File: src/rtl/psh_pkg.sv
`timescale 1ns / 1ps
`default_nettype none
package psh_pkg;

  localparam int unsigned ImageW = 16;
  localparam int unsigned HashW = 64;
  localparam int unsigned HalfW = HashW / 2;
  localparam int unsigned DegW = 17;
  localparam int unsigned PendDepth = 3;
  localparam int unsigned PendIdxW = 2;

  localparam logic [HashW-1:0] SeedBasis = 64'd1469598103934665603;
  localparam logic [HashW-1:0] FnvPrime = 64'd1099511628211;
  localparam logic [HashW-1:0] MixMulA = 64'hbf58476d1ce4e5b9;
  localparam logic [HashW-1:0] MixMulB = 64'h94d049bb133111eb;
  localparam int unsigned MixShift1 = 30;
  localparam int unsigned MixShift2 = 27;
  localparam int unsigned MixShift3 = 31;

  localparam logic [DegW-1:0] MaxDegree = 17'd65536;
  localparam logic [DegW-1:0] CountMax = 17'd131071;

  typedef struct packed {
    logic             start;
    logic [HashW-1:0] a;
    logic [HashW-1:0] b;
  } mul_req_t;

  typedef struct packed {
    logic             done;
    logic [HashW-1:0] p;
  } mul_rsp_t;

endpackage
`default_nettype wire

File: src/rtl/psh_in_if.sv
`timescale 1ns / 1ps
`default_nettype none
interface psh_in_if;
  logic                        valid;
  logic                        ready;
  logic [psh_pkg::ImageW-1:0]  image;
  logic                        last;

  modport source (output valid, output image, output last, input ready);
  modport sink (input valid, input image, input last, output ready);
endinterface
`default_nettype wire

File: src/rtl/psh_out_if.sv
`timescale 1ns / 1ps
`default_nettype none
interface psh_out_if;
  logic                       valid;
  logic                       ready;
  logic [psh_pkg::HashW-1:0]  hash;
  logic                       too_long;

  modport source (output valid, output hash, output too_long, input ready);
  modport sink (input valid, input hash, input too_long, output ready);
endinterface
`default_nettype wire

File: src/rtl/psh_mul.sv
`timescale 1ns / 1ps
`default_nettype none
// 64x64 -> low 64 bits product with one 32x32 multiplier, three partial
// products accumulated one per step. done pulses the cycle after the last step.
module psh_mul (
  input  wire logic              clk,
  input  wire logic              rst,
  input  wire psh_pkg::mul_req_t req,
  output psh_pkg::mul_rsp_t      rsp
);

  logic [psh_pkg::HashW-1:0] a_q;
  logic [psh_pkg::HashW-1:0] b_q;
  logic [psh_pkg::HashW-1:0] p_q;
  logic [1:0]                step;
  logic                      busy;
  logic                      done_q;

  logic [psh_pkg::HalfW-1:0] m_x;
  logic [psh_pkg::HalfW-1:0] m_y;
  logic [psh_pkg::HashW-1:0] prod;
  logic [psh_pkg::HashW-1:0] addend;

  always_comb begin
    unique case (step)
      2'd0: begin
        m_x = a_q[psh_pkg::HalfW-1:0];
        m_y = b_q[psh_pkg::HalfW-1:0];
      end
      2'd1: begin
        m_x = a_q[psh_pkg::HalfW-1:0];
        m_y = b_q[psh_pkg::HashW-1:psh_pkg::HalfW];
      end
      2'd2: begin
        m_x = a_q[psh_pkg::HashW-1:psh_pkg::HalfW];
        m_y = b_q[psh_pkg::HalfW-1:0];
      end
      default: begin
        m_x = '0;
        m_y = '0;
      end
    endcase
  end

  assign prod = {{psh_pkg::HalfW{1'b0}}, m_x} * {{psh_pkg::HalfW{1'b0}}, m_y};
  // cross terms only reach the upper half
  assign addend = (step == 2'd0) ? prod
                                 : {prod[psh_pkg::HalfW-1:0], {psh_pkg::HalfW{1'b0}}};

  always_ff @(posedge clk) begin
    if (rst) begin
      busy   <= 1'b0;
      done_q <= 1'b0;
      step   <= 2'd0;
    end else begin
      done_q <= 1'b0;
      if (req.start && !busy) begin
        a_q  <= req.a;
        b_q  <= req.b;
        p_q  <= '0;
        step <= 2'd0;
        busy <= 1'b1;
      end else if (busy) begin
        p_q  <= p_q + addend;
        step <= step + 2'd1;
        if (step == 2'd2) begin
          busy   <= 1'b0;
          done_q <= 1'b1;
        end
      end
    end
  end

  assign rsp.done = done_q;
  assign rsp.p    = p_q;

endmodule
`default_nettype wire

File: src/rtl/permutation_stream_hash.sv
`timescale 1ns / 1ps
`default_nettype none
// Streaming permutation hash (FNV-1a style fold, splitmix64 finalizer).
// data:   one 16-bit image per item in index order, last marks the final one.
// result: one item per permutation carrying the 64-bit hash and too_long.
// Every fold is a 64-bit multiply done on one shared 32x32 multiplier in
// three passes.
// An item that only joins the pending group leaves the sequencer idle; an
// item that completes a group of four holds it for the xor and multiply.
// A last item runs 0 to 3 tail folds, the degree fold and the two
// finalizer multiplies before the result is loaded.
// data.ready is high only while the sequencer is idle.
// The result register decouples the two sides: new items are accepted while
// a result waits; if the next result is ready first, the sequencer holds it
// until result.ready drains the register.
// Synchronous reset (rst) returns the accumulator to its seed, clears the
// counts and empties the result register.
module permutation_stream_hash (
  input  wire logic  clk,
  input  wire logic  rst,
  psh_in_if.sink     data,
  psh_out_if.source  result
);

  localparam logic [2:0] S_IDLE  = 3'd0;
  localparam logic [2:0] S_WORD  = 3'd1;
  localparam logic [2:0] S_TAIL  = 3'd2;
  localparam logic [2:0] S_TAILW = 3'd3;
  localparam logic [2:0] S_DEGW  = 3'd4;
  localparam logic [2:0] S_MULA  = 3'd5;
  localparam logic [2:0] S_MULB  = 3'd6;
  localparam logic [2:0] S_EMIT  = 3'd7;

  logic [2:0]                  state;
  logic [psh_pkg::HashW-1:0]   acc;
  logic [psh_pkg::ImageW-1:0]  pend [psh_pkg::PendDepth];
  logic [psh_pkg::PendIdxW-1:0] pcount;
  logic [psh_pkg::PendIdxW-1:0] k;
  logic [psh_pkg::DegW-1:0]    deg;
  logic                        ovf;
  logic                        last_q;
  logic [psh_pkg::HashW-1:0]   fin;

  logic                        out_valid;
  logic [psh_pkg::HashW-1:0]   out_hash;
  logic                        out_too_long;

  psh_pkg::mul_req_t           mreq;
  psh_pkg::mul_rsp_t           mrsp;

  logic                        accept;
  logic [psh_pkg::DegW-1:0]    deg_next;
  logic [psh_pkg::HashW-1:0]   word;
  logic [psh_pkg::HashW-1:0]   mix1;
  logic [psh_pkg::HashW-1:0]   mix2;
  logic                        load_out;

  psh_mul u_mul (
    .clk (clk),
    .rst (rst),
    .req (mreq),
    .rsp (mrsp)
  );

  assign data.ready = (state == S_IDLE);
  assign accept     = data.valid && data.ready;
  assign deg_next   = (deg < psh_pkg::CountMax) ? deg + 1'b1 : deg;
  assign word       = {data.image, pend[2], pend[1], pend[0]};
  assign mix1       = mrsp.p ^ (mrsp.p >> psh_pkg::MixShift1);
  assign mix2       = mrsp.p ^ (mrsp.p >> psh_pkg::MixShift2);
  assign load_out   = (state == S_EMIT) && (!out_valid || result.ready);

  always_comb begin
    mreq.start = 1'b0;
    mreq.a     = acc;
    mreq.b     = psh_pkg::FnvPrime;
    unique case (state)
      S_IDLE: begin
        mreq.start = accept && (pcount == 2'd3);
        mreq.a     = acc ^ word;
      end
      S_TAIL: begin
        mreq.start = 1'b1;
        mreq.a     = (k < pcount) ? (acc ^ {48'd0, pend[k]})
                                  : (acc ^ {47'd0, deg});
      end
      S_DEGW: begin
        mreq.start = mrsp.done;
        mreq.a     = mix1;
        mreq.b     = psh_pkg::MixMulA;
      end
      S_MULA: begin
        mreq.start = mrsp.done;
        mreq.a     = mix2;
        mreq.b     = psh_pkg::MixMulB;
      end
      default: begin
        mreq.start = 1'b0;
      end
    endcase
  end

  always_ff @(posedge clk) begin
    if (rst) begin
      state  <= S_IDLE;
      acc    <= psh_pkg::SeedBasis;
      pcount <= '0;
      k      <= '0;
      deg    <= '0;
      ovf    <= 1'b0;
      last_q <= 1'b0;
    end else begin
      unique case (state)
        S_IDLE: begin
          if (accept) begin
            deg    <= deg_next;
            ovf    <= ovf || (deg_next > psh_pkg::MaxDegree);
            last_q <= data.last;
            k      <= '0;
            if (pcount == 2'd3) begin
              pcount <= '0;
              state  <= S_WORD;
            end else begin
              pend[pcount] <= data.image;
              pcount       <= pcount + 2'd1;
              if (data.last) begin
                state <= S_TAIL;
              end
            end
          end
        end
        S_WORD: begin
          if (mrsp.done) begin
            acc   <= mrsp.p;
            state <= last_q ? S_TAIL : S_IDLE;
          end
        end
        S_TAIL: begin
          state <= (k < pcount) ? S_TAILW : S_DEGW;
        end
        S_TAILW: begin
          if (mrsp.done) begin
            acc   <= mrsp.p;
            k     <= k + 2'd1;
            state <= S_TAIL;
          end
        end
        S_DEGW: begin
          if (mrsp.done) begin
            state <= S_MULA;
          end
        end
        S_MULA: begin
          if (mrsp.done) begin
            state <= S_MULB;
          end
        end
        S_MULB: begin
          if (mrsp.done) begin
            fin   <= mrsp.p ^ (mrsp.p >> psh_pkg::MixShift3);
            state <= S_EMIT;
          end
        end
        S_EMIT: begin
          if (load_out) begin
            acc    <= psh_pkg::SeedBasis;
            pcount <= '0;
            deg    <= '0;
            ovf    <= 1'b0;
            state  <= S_IDLE;
          end
        end
        default: begin
          state <= S_IDLE;
        end
      endcase
    end
  end

  always_ff @(posedge clk) begin
    if (rst) begin
      out_valid <= 1'b0;
    end else if (load_out) begin
      out_valid    <= 1'b1;
      out_hash     <= fin;
      out_too_long <= ovf;
    end else if (result.ready) begin
      out_valid <= 1'b0;
    end
  end

  assign result.valid    = out_valid;
  assign result.hash     = out_hash;
  assign result.too_long = out_too_long;

endmodule
`default_nettype wire

File: src/flat_wrapper.sv
// flat-port wrapper written by rule: the top's interface ports become plain ports
module permutation_stream_hash_flat 
  (clk, rst, data_valid, data_image, data_last, data_ready, result_valid, result_hash, result_too_long, result_ready);
  psh_in_if data_i ();
  psh_out_if result_i ();
  input  wire logic clk;
  input  wire logic rst;
  input wire logic [$bits(data_i.valid)-1:0] data_valid;
  input wire logic [$bits(data_i.image)-1:0] data_image;
  input wire logic [$bits(data_i.last)-1:0] data_last;
  output wire logic [$bits(data_i.ready)-1:0] data_ready;
  output wire logic [$bits(result_i.valid)-1:0] result_valid;
  output wire logic [$bits(result_i.hash)-1:0] result_hash;
  output wire logic [$bits(result_i.too_long)-1:0] result_too_long;
  input wire logic [$bits(result_i.ready)-1:0] result_ready;
  assign data_i.valid = data_valid;
  assign data_i.image = data_image;
  assign data_i.last = data_last;
  assign data_ready = data_i.ready;
  assign result_valid = result_i.valid;
  assign result_hash = result_i.hash;
  assign result_too_long = result_i.too_long;
  assign result_i.ready = result_ready;
  permutation_stream_hash u_core (.clk(clk), .rst(rst), .data(data_i), .result(result_i));
endmodule
File: config.mk
export PLATFORM = sky130hd
export DESIGN_NAME = permutation_stream_hash_flat
export DESIGN_NICKNAME = d
export VERILOG_FILES = /design/src/rtl/psh_pkg.sv /design/src/rtl/psh_in_if.sv /design/src/rtl/psh_out_if.sv /design/src/rtl/psh_mul.sv /design/src/rtl/permutation_stream_hash.sv /design/src/flat_wrapper.sv
export SDC_FILE = /design/constraint.sdc
export NUM_CORES = 2
export LEC_CHECK = 0
export BUFFER_PORTS_ARGS = -buffer_cell sky130_fd_sc_hd__buf_2
export CORE_ASPECT_RATIO = 0.5
export CORE_MARGIN = 10
export CORE_UTILIZATION = 35
export DETAILED_ROUTE_END_ITERATION = 8
export GPL_ROUTABILITY_DRIVEN = 0
export GPL_TIMING_DRIVEN = 1
export PLACE_DENSITY = 0.58
export SYNTH_ARGS = -nofsm -noshare
export SYNTH_HDL_FRONTEND = slang
export SYNTH_SLANG_ARGS = --single-unit
File: constraint.sdc
create_clock -name clk -period 30.2 [get_ports clk]
set_input_delay 1.51 -clock clk [delete_from_list [all_inputs] [get_ports clk]]
set_output_delay 1.51 -clock clk [all_outputs]
set_load 0.01 [all_outputs]
# Word-level counts from Yosys, hierarchy flattened
# Memory sizes are Yosys's and may differ from the RTL's. A register that Yosys moved wholly into a read port is not among the register bits.
# Index checks and enable logic that the tools add are counted.
# word_totals
regBits	416
ramBits	48
input_bits	21
out_inout_bits	67
wordCells	134
memories	1
# memory_table
name	depth	width	read_ports	rd_clocked_by_memory_dff	wr	line_no	text
u_core.pend	3	16	4	1	1	permutation_stream_hash.sv:36	logic [psh_pkg::ImageW-1:0] pend [psh_pkg::PendDepth];
# classes
addsub	5
n_mul	1
magnitude_cmp	3
n_eq_ne	19
mux	50
bitwise_logic	8
n_reduce_logical	30
# ops
cell	n
two-way mux 64 bit	5
case mux 64 bit (2 select lines)	2
case mux 64 bit (4 select lines)	1
case mux 32 bit (2 select lines)	2
adder 64 bit	1
multiplier 32 x 32 -> 64 bit	1
bitwise XOR 64 x 16 -> 64 bit	1
bitwise XOR 64 x 17 -> 64 bit	1
bitwise XOR 64 x 33 -> 64 bit	1
bitwise XOR 64 x 34 -> 64 bit	1
bitwise XOR 64 x 37 -> 64 bit	1
bitwise XOR 64 bit	1
two-way mux 17 bit	3
case mux 17 bit (2 select lines)	1
two-way mux 3 bit	10
case mux 3 bit (8 select lines)	1
adder 17 x 1 -> 17 bit, second input constant	1
greater-than comparator 17 bit, second input constant	1
less-than comparator 17 bit, second input constant	1
two-way mux 2 bit	8
two-way mux 1 bit	13
== test 3 bit, second input constant	4
inequality test 2 bit, second input constant	6
AND reduction 3 bit	4
22 further kinds	45

# Depth between registers and ports, before layout
# depth
word_depth	7
mapped_depth	47
mapped_depth_nobuf	44

# Hierarchy
# A second synthesis with hierarchy kept.
# unflattened
hier_cells	6060
hier_area_um2	57337.5
# by_module_without_submodules
module	instances	cells_each	area_each_um2	seq_area_each_um2
psh_mul	1	4741	43297.8	5845.6
permutation_stream_hash	1	1319	14039.7	7657.3

# Worst setup path after synthesis
# No wires, ideal clock.
# synth_path
path_kind	reg-to-reg
startpoint	register u_core.u_mul.step[0]
endpoint	register u_core.u_mul.p_q[62] (netlist bit) (data pin)
setup_ps	261
arrival_ps	10656
t_required_ps	29939
slack_ps	19283
path_stages_with_launch	45
n_path_buf	5
synth_period_minus_slack_ps	10917
cell_sequence	dfxtp_1 inv_1 ha_1 or2_2 clkbuf_1 clkbuf_1 clkbuf_1 buf_1 a22o_1 nand2_1 fa_1 inv_1 fa_1 fa_1 inv_1 fa_1 inv_1 fa_1 (+9 left out) o221ai_1 a41oi_2 o21ai_1 a21oi_1 xnor2_1 mux2_2 ha_1 clkbuf_1 nand2_1 o21ai_1 a21o_1 a21o_1 a21o_1 a21o_1 a221oi_1 a21boi_1 a2bb2oi_1 mux2i_1
# synth_between
elab_chain_cells	7
elab_cells_between_ends	11
classes_between	add/sub: 1; mul: 1; eq/ne: 2; mux: 4; reduce/logical: 3
# synth_lines
item	line_no	text
start: declaration	psh_mul.sv:15	logic [1:0] step;
start signal: assignment	psh_mul.sv:65	step <= step + 2'd1;
== test 2 x 1 -> 1 bit (tied with other cells)	psh_mul.sv:25	unique case (step)
OR reduction 2 bit (no line)	--	
case mux 32 bit (2 select lines)	psh_mul.sv:25	
multiplier 32 x 32 -> 64 bit	psh_mul.sv:45	assign prod = {{psh_pkg::HalfW{1'b0}}, m_x} * {{psh_pkg::HalfW{1'b0}}, m_y};
two-way mux 64 bit (*)	psh_mul.sv:47	assign addend = (step == 2'd0) ? prod
adder 64 bit (*)	psh_mul.sv:64	p_q <= p_q + addend;
two-way mux 64 bit (*)	psh_mul.sv:63	end else if (busy) begin
end signal: assignment	psh_mul.sv:64	
end: declaration	psh_mul.sv:14	logic [psh_pkg::HashW-1:0] p_q;
# Every way passes the cells marked *; elsewhere a longest branch is shown, timed or not. The select of a mux whose other input is x is not followed.
# A chain may end at the register's enable or synchronous reset.

# Final worst setup path
# layout_path
startpoint	register u_core.u_mul.step[0]
endpoint	register u_core.u_mul.p_q[63] (netlist bit) (data pin)
# Same word-level chain as after synthesis.

==> summary.txt <==
status -> finished clean
Max Root-Sink Buffers -> 3
Worst EP required -> 30.64 ns
core footprint -> 149000 um2
cell area after layout -> 56900 um2
DRC -> 0
hold path depth -> 0
Worst EP arrival -> 13.67 ns
Post-DP HPWL -> 163000 um
Ports -> 88
drt wl/cell -> 26.9 um
most frequent cells in the layout -> inv_1 (972), fa_1 (801), nor2_1 (591), ha_1 (428), nand2_1 (349)
Critical Path Most Common Cell -> fa_1
critical path's slowest cell -> nand2_1
cell depth of the worst flop-to-flop path -> 43
antenna viol nets, final -> 0
Sink Count -> 423
initial DRC count -> 5150
WL met2 -> 85800 um
commonest non-fill, non-tap cell in the layout -> inv_1
Fill cells -> 14874
met1 WL -> 80200 um
fmax -> 0.0756 GHz
vias -> 41288
final hold viol count -> 0
Area growth syn-to-layout -> 8.35%
Critical Path Start Type -> flop
cts hold-fix bufs -> 0
fin crit period -> 13.23 ns
pin count of the biggest net entering global routing -> 74
setup violators final -> 0
DIE WIDTH -> 568 um
cts repair resizes -> 0
min-delay worst type -> flop to flop
Total GRT Usage -> 23.4%
global route overflow -> 0
asr flop ratio synth -> 0%
Max Cap Viol -> 0
ys flop type -> edfxtp_1
Period Utilization, post-route -> 43.8%
setup TNS -> 0 ns
worst slew pin tran -> 1.27 ns
Final Skew -> 0.0320 ns
Die Height -> 294 um
WHS -> 0.417 ns
syn_area_per_cell -> 9.78 um2
placed cell area -> 55400 um2
CTS tree -> yes
vias in the first global route -> 41550
worst-path fanout max -> 59
CTS buffer count -> 45
# H-tree levels -> 2
CTS Root Cell -> clkbuf_16
starting density of the core -> 35.3%
synthesized instance count -> 5370
row count -> 100
initial antenna violation count -> 7
Yosys reg bits -> 423
Slew HR -> 15.5%
critical path capture point type -> flop
routed vias/inst -> 5.57
crit-path max cell delay -> 0.81 ns
Pre-antenna DRT Iters -> 8
Max Transition Viols Final -> 0
register area share after synthesis -> 22.3%
RSZ-0062 raised after global routing -> false
share of post-route cells with drive strength above 1 -> 5.94%
synth warn -> 0
first-pass GRT wire length -> 289000 um
clk slew on worst S/H paths -> 0.07 ns
layout net count -> 6637
number of port buffers -> 87
post-synth cell types -> 88
DR WL met3 -> 23100 um
Clk Latency, worst-skew pair -> 0.60 ns
type of the worst setup path -> flop to flop
Die Area -> 167000 um2
Mapped Area -> 52500 um2
Max Used Layer -> met5
WL final -> 199000 um
Post-CTS Repair Setup Buffers -> 0
Post-synth EDFFs -> 326
-- state kept, by name, indices dropped and copies added (netlist names), named ones only --
signal                  count
u_core.u_mul.step           2
u_core.result.valid         1
u_core.u_mul.done_q         1
u_core.u_mul.p_q           64
u_core.u_mul.busy           1
u_core.pcount               2
u_core.result.hash         64
u_core.u_mul.b_q            5
u_core.ovf                  1
u_core.state                3
u_core.k                    2
u_core.result.too_long      1
u_core.u_mul.a_q           64
u_core.pend                64
u_core.acc                 64
u_core.fin                 64
u_core.deg                 17
u_core.last_q               1
-- worst paths after layout --
check	start	end	slack, ns
worst max-delay path	u_core.u_mul.step[0]	u_core.u_mul.p_q[63]	16.97
worst min-delay path	u_core.fin[49]	u_core.result.hash[49]	0.42
worst max register to register	u_core.u_mul.step[0]	u_core.u_mul.p_q[63]	16.97
worst min register to register	u_core.fin[49]	u_core.result.hash[49]	0.42
-- cell families after synthesis --
| logic type | count (synthesis) | synth area share, % |
|---|---|---|
| xor gates and xnor gates | 235 | 3.92 |
| AOI/OAI and AO/OA | 930 | 11.7 |
| and+or+nand+nor | 1262 | 10.4 |
| adders and majority gates | 1231 | 40.8 |
| DFF | 423 | 22.3 |
| muxes | 101 | 2.33 |
| buffers and inverters | 1187 | 8.51 |
| other | 1 | 0.00714 |
-- layout make-up --
| class | instances | area (um2) | area share [%] |
|---|---|---|---|
| antenna | 2 | 5.00 | 0.00879 |
| inverter | 974 | 3660 | 6.42 |
| tap | 1989 | 2490 | 4.37 |
| timing repair buffer | 166 | 1030 | 1.81 |
| clock inverter | 24 | 285 | 0.501 |
| clock buffer | 58 | 1200 | 2.12 |
| multi-input combinational | 3775 | 36500 | 64.1 |
| sequential | 423 | 11700 | 20.6 |
-- critical path, delay by kind of cell (launching register included) --
kind	cells	cell delay, ns
AOI/OAI and AO/OA	11	2.39
xor gates and xnor gates	2	0.32
adders and majority gates	11	5.13
buffers and inverters	8	1.15
DFF	1	0.33
muxes	2	0.51
and+or+nand+nor	9	3.20
-- layer usage --
| metal | vias up | global-route usage, % |
|---|---|---|
| li1 | 17584 | - |
| met1 | 20609 | 31.3 |
| met2 | 2573 | 35.7 |
| met3 | 516 | 6.37 |
| met4 | 6 | 9.53 |
| met5 | - | 0 |
-- cell usage after synthesis (29+ instances only) --
cell type,instances,share of area (%)
a32oi_1,48,0.80
a21o_1,95,1.4
a21oi_1,236,2.2
nand2_1,350,2.5
edfxtp_1,326,19
a22oi_1,71,1.0
inv_1,973,7.0
nand2b_1,55,0.65
xnor2_1,69,1.2
o21ai_0,188,1.8
clkbuf_1,180,1.3
and2_1,43,0.51
dfxtp_1,97,3.7
o211ai_1,33,0.47
nor3_1,29,0.28
mux2i_1,75,1.4
nand3_1,58,0.55
nor2_1,598,4.3
fa_1,801,31
o21bai_1,32,0.46
o22ai_1,30,0.36
ha_1,430,10
xor2_1,166,2.8
-- through the flow --
step / util [%] / instances / setup WS (ns)
floorplan: - / 5385 / 19.28
global placement: 37.2 / 7326 / 17.46
detailed placement: 37.2 / 7327 / 17.42
CTS: 38.2 / 7409 / 17.35
global route: 38.2 / 7410 / 16.46
finish: 38.2 / 7411 / 16.97
Power is not shown: default switching activity piles up to over one toggle a cycle in this logic, so the estimate is an artifact.
